--- src/rtl/core/rs485_frame_receiver_macros.svh ---
// Assertion macros shared by the frame receiver RTL.
`ifndef RS485_FRAME_RECEIVER_MACROS_SVH
`define RS485_FRAME_RECEIVER_MACROS_SVH

// same-cycle implication, checked out of reset
`define RFR_ASSERT_NOW(lbl, ante, cons, msg) \
  lbl: assert property (@(posedge clk) disable iff (rst) (ante) |-> (cons)) else $error(msg);

// next-cycle implication, checked out of reset
`define RFR_ASSERT_NEXT(lbl, ante, cons, msg) \
  lbl: assert property (@(posedge clk) disable iff (rst) (ante) |=> (cons)) else $error(msg);

`endif

--- src/rtl/core/rfr_pkg.sv ---
// Shared types and constants of the RS-485 frame receiver.
package rfr_pkg;

  typedef logic [7:0] byte_t;
  typedef logic [5:0] len_t;

  localparam int MAX_PAYLOAD_DEF = 64;

  localparam byte_t CH_SOH     = 8'h01;
  localparam byte_t CH_STX     = 8'h02;
  localparam byte_t CH_ETX     = 8'h03;
  localparam byte_t CH_EOT     = 8'h04;
  localparam byte_t CMD_PACKET = 8'h58;

  localparam int CFG_IDX_W = 2;
  localparam logic [CFG_IDX_W-1:0] REG_NODE_ADDR  = 2'd0;
  localparam logic [CFG_IDX_W-1:0] REG_BCAST_ADDR = 2'd1;

  localparam byte_t NODE_ADDR_RST  = 8'h00;
  localparam byte_t BCAST_ADDR_RST = 8'hFF;

endpackage

--- src/rtl/core/rfr_payload_ram.sv ---
// Payload buffer: one write port, one registered read port.
module rfr_payload_ram #(
  parameter int DEPTH = rfr_pkg::MAX_PAYLOAD_DEF,
  parameter int AW    = $clog2(DEPTH)
) (
  input  logic            clk,
  input  logic            wr_en,
  input  logic [AW-1:0]   wr_addr,
  input  rfr_pkg::byte_t  wr_data,
  input  logic [AW-1:0]   rd_addr,
  output rfr_pkg::byte_t  rd_data
);
  import rfr_pkg::*;

  byte_t mem [DEPTH];

  always_ff @(posedge clk) begin
    if (wr_en) begin
      mem[wr_addr] <= wr_data;
    end
    rd_data <= mem[rd_addr];
  end

endmodule

--- src/rtl/core/rs485_frame_receiver.sv ---
// RS-485 frame receiver: header hunt, payload buffering, checksum, readout.
// A received byte is taken on each input beat while no readout is running.
// After a good EOT beat the payload is read from the buffer one result at a
// time: a RAM read, then a load that waits for a free output register.
// in_ready is low for the readout. Synchronous reset clears control state
// and config; output data registers and the payload buffer are not cleared.
module rs485_frame_receiver #(
  parameter int MAX_PAYLOAD = rfr_pkg::MAX_PAYLOAD_DEF
) (
  input  logic                               clk,
  input  logic                               rst,
  input  logic                               cfg_valid,
  output logic                               cfg_ready,
  input  logic [rfr_pkg::CFG_IDX_W-1:0]      cfg_index,
  input  rfr_pkg::byte_t                     cfg_data,
  input  logic                               in_valid,
  output logic                               in_ready,
  input  rfr_pkg::byte_t                     rx_byte,
  output logic                               out_valid,
  input  logic                               out_ready,
  output rfr_pkg::byte_t                     sender,
  output rfr_pkg::len_t                      frame_length,
  output rfr_pkg::byte_t                     payload_byte,
  output rfr_pkg::len_t                      byte_index,
  output logic                               last
);
  import rfr_pkg::*;
  `include "rs485_frame_receiver_macros.svh"

  localparam int AW = $clog2(MAX_PAYLOAD);

  localparam logic [2:0] PH_HUNT    = 3'd0;
  localparam logic [2:0] PH_PAYLOAD = 3'd1;
  localparam logic [2:0] PH_ETX     = 3'd2;
  localparam logic [2:0] PH_SUM     = 3'd3;
  localparam logic [2:0] PH_EOT     = 3'd4;

  byte_t      node_address, bcast_addr;
  byte_t      hw [6];
  byte_t      nw [6];
  logic [2:0] phase;
  len_t       position, length_held;
  byte_t      sender_held, command_held, received_sum, running_sum;

  logic       stream_active, pend;
  len_t       rd_idx, stream_len;
  byte_t      mem_q;

  logic       in_beat, out_beat, good_eot, wr_en, load, load_last;
  len_t       position_inc;

  assign cfg_ready = 1'b1;
  assign in_ready  = !stream_active;
  assign in_beat   = in_valid && in_ready;
  assign out_beat  = out_valid && out_ready;

  always_ff @(posedge clk) begin
    if (rst) begin
      node_address <= NODE_ADDR_RST;
      bcast_addr   <= BCAST_ADDR_RST;
    end else if (cfg_valid) begin
      case (cfg_index)
        REG_NODE_ADDR:  node_address <= cfg_data;
        REG_BCAST_ADDR: bcast_addr   <= cfg_data;
        default: ;
      endcase
    end
  end

  // window as it stands after shifting in this beat
  always_comb begin
    for (int i = 0; i < 5; i++) begin
      nw[i] = hw[i+1];
    end
    nw[5] = rx_byte;
  end

  assign position_inc = position + 6'd1;
  assign good_eot = (rx_byte == CH_EOT) && (received_sum == running_sum) &&
                    (command_held == CMD_PACKET);
  assign wr_en = in_beat && (phase == PH_PAYLOAD);

  always_ff @(posedge clk) begin
    if (rst) begin
      for (int i = 0; i < 6; i++) begin
        hw[i] <= '0;
      end
      phase        <= PH_HUNT;
      position     <= '0;
      length_held  <= '0;
      sender_held  <= '0;
      command_held <= '0;
      received_sum <= '0;
      running_sum  <= '0;
    end else if (in_beat) begin
      case (phase)
        PH_HUNT: begin
          for (int i = 0; i < 6; i++) begin
            hw[i] <= nw[i];
          end
          if (nw[0] == CH_SOH && nw[5] == CH_STX && nw[1] != nw[2]) begin
            sender_held <= nw[2];
            if (nw[4] >= 8'(MAX_PAYLOAD) || nw[2] == node_address ||
                (nw[1] != node_address && nw[1] != bcast_addr)) begin
              // rejected header: frame stays reset
              phase        <= PH_HUNT;
              position     <= '0;
              length_held  <= '0;
              command_held <= '0;
              received_sum <= '0;
              running_sum  <= '0;
            end else begin
              command_held <= nw[3];
              running_sum  <= nw[1] + nw[2] + nw[3] + nw[4];
              position     <= '0;
              length_held  <= nw[4][5:0];
              phase        <= (nw[4][5:0] == '0) ? PH_ETX : PH_PAYLOAD;
            end
          end
        end
        PH_PAYLOAD: begin
          running_sum <= running_sum + rx_byte;
          position    <= position_inc;
          if (position_inc == length_held) begin
            phase <= PH_ETX;
          end
        end
        PH_ETX: begin
          if (rx_byte == CH_ETX) begin
            phase <= PH_SUM;
          end else begin
            phase        <= PH_HUNT;
            position     <= '0;
            length_held  <= '0;
            command_held <= '0;
            received_sum <= '0;
            running_sum  <= '0;
          end
        end
        PH_SUM: begin
          received_sum <= rx_byte;
          phase        <= PH_EOT;
        end
        default: begin
          phase        <= PH_HUNT;
          position     <= '0;
          length_held  <= '0;
          command_held <= '0;
          received_sum <= '0;
          running_sum  <= '0;
        end
      endcase
    end
  end

  rfr_payload_ram #(
    .DEPTH (MAX_PAYLOAD),
    .AW    (AW)
  ) u_ram (
    .clk     (clk),
    .wr_en   (wr_en),
    .wr_addr (position[AW-1:0]),
    .wr_data (rx_byte),
    .rd_addr (rd_idx[AW-1:0]),
    .rd_data (mem_q)
  );

  // readout: issue read, then load the output register once it is free
  assign load      = stream_active && pend && (!out_valid || out_ready);
  assign load_last = (stream_len == '0) || (rd_idx + 6'd1 == stream_len);

  always_ff @(posedge clk) begin
    if (rst) begin
      stream_active <= 1'b0;
      pend          <= 1'b0;
      rd_idx        <= '0;
      stream_len    <= '0;
    end else if (in_beat && phase == PH_EOT && good_eot) begin
      stream_active <= 1'b1;
      pend          <= 1'b0;
      rd_idx        <= '0;
      stream_len    <= length_held;
    end else if (stream_active && !pend) begin
      pend <= 1'b1;
    end else if (load) begin
      pend   <= 1'b0;
      rd_idx <= rd_idx + 6'd1;
      if (load_last) begin
        stream_active <= 1'b0;
      end
    end
  end

  always_ff @(posedge clk) begin
    if (rst) begin
      out_valid <= 1'b0;
    end else if (load) begin
      out_valid <= 1'b1;
    end else if (out_beat) begin
      out_valid <= 1'b0;
    end
  end

  always_ff @(posedge clk) begin
    if (load) begin
      sender       <= sender_held;
      frame_length <= stream_len;
      payload_byte <= (stream_len == '0) ? '0 : mem_q;
      byte_index   <= rd_idx;
      last         <= load_last;
    end
  end

  `RFR_ASSERT_NOW(a_pos_in_range, phase == PH_PAYLOAD, position < length_held, "payload position past length")
  `RFR_ASSERT_NOW(a_hunt_in_readout, stream_active, phase == PH_HUNT, "readout while a frame is open")
  `RFR_ASSERT_NOW(a_last_index, out_valid && last, (frame_length == '0 && byte_index == '0) || (byte_index + 6'd1 == frame_length), "last flag at wrong index")
  `RFR_ASSERT_NEXT(a_load_clears_pend, load, !pend, "read pending after output load")

endmodule

--- config.mk ---
export PLATFORM = sky130hd
export DESIGN_NAME = rs485_frame_receiver
export DESIGN_NICKNAME = d
export VERILOG_FILES = /design/src/rtl/core/rfr_pkg.sv /design/src/rtl/core/rfr_payload_ram.sv /design/src/rtl/core/rs485_frame_receiver.sv
export VERILOG_INCLUDE_DIRS = /design/src /design/src/rtl/core
export SDC_FILE = /design/constraint.sdc
export NUM_CORES = 1
export LEC_CHECK = 0
export ABC_CLOCK_PERIOD_IN_PS = 8600
export BUFFER_PORTS_ARGS = -buffer_cell sky130_fd_sc_hd__buf_4
export CAP_MARGIN = 10
export CORE_ASPECT_RATIO = 1.25
export CORE_MARGIN = 2
export CORE_UTILIZATION = 49
export CTS_CLUSTER_DIAMETER = 200
export DETAILED_ROUTE_END_ITERATION = 8
export PLACE_DENSITY = 0.75
export REMOVE_ABC_BUFFERS = 1
export SLEW_MARGIN = 20
export SYNTH_ARGS = -nofsm -noshare
export SYNTH_HDL_FRONTEND = slang
export SYNTH_SLANG_ARGS = --single-unit
--- constraint.sdc ---
create_clock -name clk -period 8.6 [get_ports clk]
set_clock_uncertainty 0.05 [all_clocks]
set_input_delay 1.72 -clock clk [delete_from_list [all_inputs] [get_ports clk]]
set_output_delay 1.72 -clock clk [all_outputs]
set_load 0.01 [all_outputs]
# ---- After elaboration in Yosys (flattened, before gate mapping)
# Memories as Yosys holds them, arrays and structs flattened. A register that Yosys moved wholly into a read port is not among the register bits.
# Cells that the tools add are included.
dict set report totals {
  romBits 0
  wordCells 143
  ramBits 560
  n_memories 2
  regBits 107
  latch_bits 0
}
dict set report classes {
  n_reduce_logical 39
  bitwise_logic 10
  addsub 6
  magnitude_cmp 1
  eq_ne 22
  mux 44
  n_mul 0
  n_div 0
  n_shift 0
}
# name words width rd rd_ports_with_merged_regs wr line
set memory_table {}
lappend memory_table {u_ram.mem 64 8 1 1 1 rfr_payload_ram.sv:15} ;# byte_t mem [DEPTH];
lappend memory_table {hw 6 8 5 0 6 rs485_frame_receiver.sv:39} ;# byte_t hw [6];
# op count
set op_table {}
lappend op_table {{$mux 8} 13}
lappend op_table {{$pmux 8 s4} 2}
lappend op_table {{$add 8x8->8} 4}
lappend op_table {{$mux 6} 4}
lappend op_table {{$ne 8x8->1} 3}
lappend op_table {{$pmux 6 s4} 1}
lappend op_table {{$pmux 8 s3} 1}
lappend op_table {{$pmux 6 s3} 1}
lappend op_table {{$eq 8x2->1 const B} 2}
lappend op_table {{$eq 8x8->1} 2}
lappend op_table {{$mux 1} 16}
lappend op_table {{$logic_and 1x1->1} 13}
lappend op_table {{$add 6x1->6 const B} 2}
lappend op_table {{$eq 6x6->1} 2}
lappend op_table {{$logic_not 6->1} 2}
lappend op_table {{$pmux 3 s4} 1}
lappend op_table {{$reduce_and 3->1} 3}
lappend op_table {{$eq 8x1->1 const B} 1}
lappend op_table {{$eq 8x3->1 const B} 1}
lappend op_table {{$eq 8x7->1 const B} 1}
lappend op_table {{$ge 8x7->1 const B} 1}
lappend op_table {{$ne 2x2->1 const B} 4}
lappend op_table {{$reduce_and 4->1} 2}
lappend op_table {{$reduce_bool 2->1} 4}
lappend op_table {{other kinds (16)} 36}

# ---- Longest topological paths before layout
# Gate-level depths: netlist (run 1).
dict set report depth {
  ltp_word 7
  ltp_mapped 12
}

# ---- By module
# Synthesis (run 1) repeated with hierarchy kept, for this count alone.
dict set report unflattened {
  hier_cells 1646
  area_unflattened_um2 27415.0
}
# module area_per_inst_um2 cells_per_inst instances
set by_module_without_submodules {}
lappend by_module_without_submodules {rfr_payload_ram 20238.2 967 1}
lappend by_module_without_submodules {rs485_frame_receiver 7176.9 679 1}

# ---- Worst setup path before layout (run 1)
# No wires, ideal clock.
dict set report synth_timing {
  path_kind {input to register}
  from {input in_valid}
  to {memory hw[0][10] (netlist name), enable pin}
  n_path_buf 1
  arrival_ns 3.392
  setup_ns 0.398
  cell_stages 4
  t_required_ns 8.152
  slack_ns 4.760
  cell_sequence {nor2b_1 -> nand2_1 -> clkbuf_1 -> nand2_1}
}
# item line
set synth_lines {}
lappend synth_lines {{start, declared} rs485_frame_receiver.sv:16} ;# input logic in_valid,
lappend synth_lines {{end, declared} rs485_frame_receiver.sv:39}

==> flow_summary.json, run 1 <==
{
  "outcome": "completed",
  "gr-usage-all-layers_pct": 20.8,
  "crit_path_start_kind": "register",
  "fillCellCount": 4182,
  "regArea_um2": 19200,
  "ys.warnings.count": 0,
  "core-area_um2": 55000,
  "slew_violations": 0,
  "antenna_found_initial": 3,
  "yosys_register_bits": 667,
  "multiInputGateArea_um2": 7680,
  "layout-drive-gt1-share_pct": 20.0,
  "synthTopCellsByCount": "edfxtp_1 (581), mux4_2 (156), nor2_1 (125)",
  "grt_first_pass_wirelength_mm": 89.9,
  "first_iter_violations": 1537,
  "yosys_most_used_dff": "edfxtp_1",
  "gp_congestion": 0.931,
  "root_buffer": "clkbuf_16",
  "crit_chain": "buf_4, buf_4, mux4_2, mux4_2, a22oi_1, nand2_1",
  "syn_to_final_growth_pct": 11.4,
  "synthTopCellsByArea": "edfxtp_1 (64%), mux4_2 (13%), dfxtp_1 (6.3%)",
  "synth_compound_area_share_pct": 2.77,
  "die_height_um": 268,
  "drc": 0,
  "finalHoldViolations": 0,
  "post-route-period-util_pct": 45.4,
  "rr_endpoint": "u_ram.rd_data[5]$_DFF_P_",
  "insertion_delay_ps": 630,
  "fmax_ghz": 0.256,
  "p_leak_nw": 9.69,
  "std_cell_rows": 96,
  "cts_buffers": 61,
  "ir_drop_mv": 0.168,
  "cts_buffer_depth": 3,
  "hold_ws_ps": 390,
  "hold_class": "register to register",
  "period_needed_ps": 3900,
  "netlist.area_leader.share_pct": 63.8,
  "dp.final_hpwl_mm": 38.1,
  "drv_cap": 0,
  "ys_types": 63,
  "muxShareOfSynthArea_pct": 14.1,
  "synth.avg_cell_area_um2": 17.4,
  "synth_edf_count": 581,
  "clkSinkCount": 667,
  "r2r_start": "rd_idx[0]$_SDFFE_PP0P_",
  "crit_slowest_cell": "buf_4",
  "ioPinCount": 55,
  "seq_area_frac_synth_pct": 70.1,
  "synth_top_area_cell": "edfxtp_1",
  "timing.reg2reg.worst_path_depth": 6,
  "synth_simple_gate_area_share_pct": 6.91,
  "synthXorXnorAreaFrac_pct": 2.15,
  "worst_path_largest_cell_delay_ps": 770,
  "power_density_nw_per_um2": 212,
  "io_buffers": 53,
  "worstMarginPinSlew_ps": 1140,
  "timing.slew.headroom_pct": 23.9,
  "cp.required_ps": 9060,
  "postCtsSetupBuffers": 0,
  "synth_cells": 1575,
  "gr-total-overflow": 0,
  "htreeDepth": 2,
  "start_util_pct": 49.7,
  "synth_fa_ha_area_share_pct": 2.15,
  "crit_path_end_kind": "register",
  "cts_tree": "done",
  "cts_hold_buffers": 0,
  "cp.arrival_ps": 4360,
  "wl_per_cell_um": 24.6,
  "grt_max_degree": 77,
  "synth_top_family_by_area": "multiplexers",
  "ant_nets": 0,
  "grt_pass1_vias": 14600,
  "drt_first_pass_iters": 5,
  "ff2ff_setup_slack_ps": 4700,
  "wirelength_mm": 59.4,
  "rsz0062_at_grt": "no",
  "yosysMostFrequentCell": "edfxtp_1",
  "fin_nets": 1690,
  "crit_path_start": "rd_idx[0]$_SDFFE_PP0P_",
  "setup-violations-final": 0,
  "ys_async_sr_fraction_pct": 0,
  "die_w_um": 215,
  "worstSetupPathType": "register to register",
  "fin_tns_setup_ps": 0,
  "crit_end": "u_ram.rd_data[5]$_DFF_P_",
  "synth.cell_area_um2": 27300,
  "clkTransAtPathRegs_ps": 60,
  "antennaDiodeCount": 0,
  "die_area_um2": 57700,
  "via_per_inst": 5.88,
  "post_cts_resize_count": 0,
  "crit_path_max_fanout": 42,
  "num_vias": 14200
}
## cells in the final DEF (no fill, tap or decap), types with 4 or more instances in the layout
master / n
xor2_1: 35
a211oi_1: 8
edfxtp_1: 581
dfxtp_1: 82
buf_4: 68
nand3_1: 38
nor2b_1: 11
bufinv_16: 6
a22oi_1: 19
or3_1: 9
nand2_1: 56
nand3b_1: 7
clkbuf_8: 4
a21o_1: 4
clkinv_2: 11
ha_1: 23
and2_1: 24
o21ai_0: 14
fa_1: 15
clkinv_1: 8
xnor2_1: 32
a21oi_1: 34
inv_1: 47
o2bb2ai_1: 5
mux2_2: 4
inv_6: 4
nor3_1: 37
clkbuf_1: 17
mux4_2: 156
o22ai_1: 4
nand2b_1: 18
clkbuf_16: 61
mux2i_1: 30
nor2_1: 125
or2_2: 4
nor4_1: 11
nand4_1: 10
## metrics by stage
step	utilization, %	worst slack, ps	std cells	total power, mW	instance area (µm²)
2_1_floorplan	-	1470	1498	3.72	27000
6_report	55.4	4700	2417	6.45	30500
3_5_place_dp	51.7	4200	2301	3.82	28500
3_3_place_gp	51.7	4310	2301	3.81	28500
4_1_cts	55.4	4600	2417	6.48	30500
5_1_grt	55.4	4360	2417	6.62	30500
## power breakdown
group	internal [mW]	switching, mW
clock network	1.53	1.17
logic	0.0683	0.138
registers	3.53	0.0186
total	5.12	1.33
## critical path: cells and delay by family, from the launching register on
family | cells | cell delay, ps
multiplexers | 2 | 1150
flip-flops | 1 | 690
AND/OR/NAND/NOR | 1 | 80
AO/OA/AOI/OAI | 1 | 350
buffers and inverters | 2 | 1400
## worst min-delay path by stage
stage | startpoint | endpoint | slack [ps] | depth (start not counted)
6_report | sender_held[0]$_SDFFE_PP0P_ | sender[0]$_DFFE_PP_ | 390 | 0
5_1_grt | sender_held[4]$_SDFFE_PP0P_ | sender[4]$_DFFE_PP_ | 400 | 0
4_1_cts | sender_held[0]$_SDFFE_PP0P_ | sender[0]$_DFFE_PP_ | 400 | 0
3_5_place_dp | sender_held[0]$_SDFFE_PP0P_ | sender[0]$_DFFE_PP_ | 370 | 0
3_3_place_gp | sender_held[3]$_SDFFE_PP0P_ | sender[3]$_DFFE_PP_ | 380 | 0
2_1_floorplan | sender_held[0]$_SDFFE_PP0P_ | sender[0]$_DFFE_PP_ | 360 | 0
## layer usage
layer / GRT usage [%] / vias up / wire length, µm
met5: 0 / - / 27
met4: 6.86 / 4 / 1930
met3: 3.37 / 126 / 3730
met2: 37.3 / 550 / 31100
met1: 26.0 / 7279 / 22600
li1: - / 6256 / -
## final cells by class
cell class	count	share of cell area [%]
Timing Repair Buffer	68	1.68
Inverter	47	0.579
Tap cell	735	3.02
Clock buffer	82	5.40
Multi-Input combinational cell	784	25.2
Clock inverter	34	1.17
Sequential cell	667	62.9
## cells by family (layout without fill, tap and decap cells)
family,after synthesis,after routing
fa+ha+maj,38,38
compound gates,111,111
xor+xnor,67,67
flops,667,667
buf+inv,124,231
simple gates,377,377
mux,190,190
other cells,1,1
## state kept, by name, indices dropped and copies added (netlist names), 8 cells and up
| name | count |
|---|---|
| bcast_addr | 8 |
| command_held | 8 |
| hw | 40 |
| node_address | 8 |
| payload_byte | 8 |
| received_sum | 8 |
| running_sum | 8 |
| sender | 8 |
| sender_held | 8 |
| u_ram.mem | 512 |
| u_ram.rd_data | 8 |
(Power assumes the default switching activity.)
==> run 2, diff against run 1 <==
Settings changed: ABC_CLOCK_PERIOD_IN_PS 8600 to 3400, PLACE_DENSITY 0.75 to 0.77.
Clock period 8.6 ns to 3.4 ns, I/O delays scaled along.
==> run 2 against run 1 <==
- wire length rose by 5.4%
- core utilization rose by 1.5 points
- setup slack got worse by 4500 ps
- total power rose to 2.6 times the previous value
- critical path type unchanged
- critical path depth rose by 5
- first-iteration DRC count fell by 17%
- final cell count rose by 3.7%
- clock power rose to 2.6 times the previous value
- die area did not move
==> flow_summary.json, run 2 (synthesized netlist as in run 1, its figures left out) <==
{
  "die_height_um": 268,
  "fin_cells": 2507,
  "ioPinCount": 55,
  "crit_chain": "inv_1, fa_1, fa_1, inv_1, ha_1, a211oi_1, o21bai_1, a21oi_1, xor2_1, nor4_1, a221o_1",
  "power_density_nw_per_um2": 527,
  "gr-total-overflow": 0,
  "insertion_delay_ps": 640,
  "largest_reg_flops": 512,
  "rsz0062_at_grt": "no",
  "cts_buffers": 60,
  "fin_nets": 1781,
  "slew_violations": 0,
  "cts_buffer_depth": 3,
  "io_buffers": 53,
  "dp.final_hpwl_mm": 41.2,
  "fmax_ghz": 0.314,
  "syn_to_final_growth_pct": 14.5,
  "p_leak_nw": 10.1,
  "power.total_mw": 16.5,
  "crit_slowest_cell": "fa_1",
  "regArea_um2": 19200,
  "core-area_um2": 55000,
  "mostFrequentLayoutCells": "edfxtp_1 (581), mux4_2 (156), buf_4 (154)",
  "antenna_found_initial": 0,
  "outcome": "completed",
  "cp.buffers_inverters": 2,
  "antennaDiodeCount": 0,
  "fillCellCount": 4167,
  "postCtsSetupBuffers": 0,
  "crit_path_max_fanout": 4,
  "hold_class": "input pin to register",
  "timing.slew.headroom_pct": 45.6,
  "root_buffer": "clkbuf_16",
  "gr-usage-all-layers_pct": 21.9,
  "ir_drop_mv": 0.465,
  "holdPathStages": 3,
  "dp.cells": 2393,
  "gp_congestion": 0.891,
  "timing.reg2reg.worst_path_depth": 11,
  "post-route-period-util_pct": 93.6,
  "min-delay-start": "cfg_data[3]",
  "layout-drive-gt1-share_pct": 24.5,
  "wirelength_mm": 62.6,
  "crit_path_start_kind": "register",
  "grt_pass1_vias": 15300,
  "cp.arrival_ps": 3650,
  "multiInputGateArea_um2": 7690,
  "grt_first_pass_wirelength_mm": 94.3,
  "cp.required_ps": 3870,
  "period_needed_ps": 3180,
  "grt_max_degree": 66,
  "r2r_start": "hw[0][18]$_SDFFCE_PN0P_",
  "drv_cap": 0,
  "num_vias": 14800,
  "cp_top_family": "adder cells",
  "top_register": "u_ram.mem",
  "std_cell_rows": 96,
  "finalHoldViolations": 0,
  "die_w_um": 215,
  "first_iter_violations": 1280,
  "rr_endpoint": "running_sum[6]$_SDFFE_PP0P_",
  "wl_per_cell_um": 25.0,
  "worst_path_largest_cell_delay_ps": 560,
  "htreeDepth": 2,
  "cts_tree": "done",
  "drc": 0,
  "hold_end": "bcast_addr[3]$_SDFFE_PP1P_",
  "final_common_cell": "edfxtp_1",
  "die_area_um2": 57700,
  "ff2ff_setup_slack_ps": 220,
  "clkTransAtPathRegs_ps": 70,
  "worstMarginPinSlew_ps": 810,
  "start_util_pct": 49.7,
  "ant_nets": 0,
  "reg.largest.list": "u_ram.mem: 512 flops, hw: 40 flops",
  "clkSinkCount": 667,
  "via_per_inst": 5.91,
  "worstSetupPathType": "register to register",
  "crit_path_end_kind": "register",
  "drt_first_pass_iters": 7,
  "setup-violations-final": 0
}
## run 2: changes by cell type in the layout (fill, tap and decap cells not counted), moves of 2 or more
| cell | before | now |
|---|---|---|
| clkinv_1 | 8 | 2 |
| inv_16 | 0 | 2 |
| clkinv_8 | 2 | 0 |
| clkbuf_8 | 4 | 8 |
| inv_6 | 4 | 2 |
| buf_12 | 0 | 6 |
| buf_4 | 68 | 154 |
| clkinvlp_4 | 2 | 7 |
| clkinv_2 | 11 | 7 |
## run 2: final cells by class
class | count | area share, %
Inverter | 47 | 0.564
Sequential cell | 667 | 61.3
Clock inverter | 29 | 1.20
Multi-Input combinational cell | 784 | 24.6
Tap cell | 735 | 2.94
Timing Repair Buffer | 160 | 4.08
Clock buffer | 85 | 5.35
## run 2: where the power goes
part	leakage [nW]	switching (mW)	internal, mW
logic	3.13	0.388	0.193
clock network	0.978	3.02	3.93
registers	6.01	0.0419	8.92
total	10.1	3.45	13.0
## run 2: worst min-delay path, stage by stage
cell and delay (ps):
buf_4 80, nand2_1 40, nand3_1 60
## run 2: layer usage
metal	up-vias	part of all wire (%)	global-route usage (%)	wire length, µm
met5	-	0	0	0
met4	0	3.6	8.29	2240
met2	642	52	38.5	32300
li1	6425	-	-	-
met3	137	6.7	3.31	4220
met1	7620	38	27.7	23800
## run 2: worst max-delay path by stage
stage	from	to	cells after the start
after global placement	hw[0][25]$_SDFFCE_PN0P_	running_sum[7]$_SDFFE_PP0P_	12
after CTS	hw[0][25]$_SDFFCE_PN0P_	running_sum[7]$_SDFFE_PP0P_	12
after detailed placement	hw[0][25]$_SDFFCE_PN0P_	running_sum[7]$_SDFFE_PP0P_	12
after floorplan	rd_idx[0]$_SDFFE_PP0P_	u_ram.rd_data[3]$_DFF_P_	5
after global routing	hw[0][25]$_SDFFCE_PN0P_	running_sum[7]$_SDFFE_PP0P_	12
final	hw[0][18]$_SDFFCE_PN0P_	running_sum[6]$_SDFFE_PP0P_	11
## run 2: per-stage QoR
step / utilization (%) / setup WS [ps] / area (µm²) / hold WS (ps) / TNS (ps)
global route: 56.9 / 45.9 / 31300 / 186 / 0
floorplan: - / -3730 / 27000 / 358 / -57240
detailed placement: 53.1 / 94.2 / 29200 / 366 / 0
global placement: 53.1 / 216 / 29200 / 363 / 0
finish: 56.9 / 217 / 31300 / 215 / 0
CTS: 56.9 / 74.7 / 31300 / 175 / 0
## run 2: repair_timing
item | 4_1_cts | 5_1_grt
gates resized for setup | 0 | 2
setup endpoints to repair | 0 | 1
hold buffers | 0 | 0
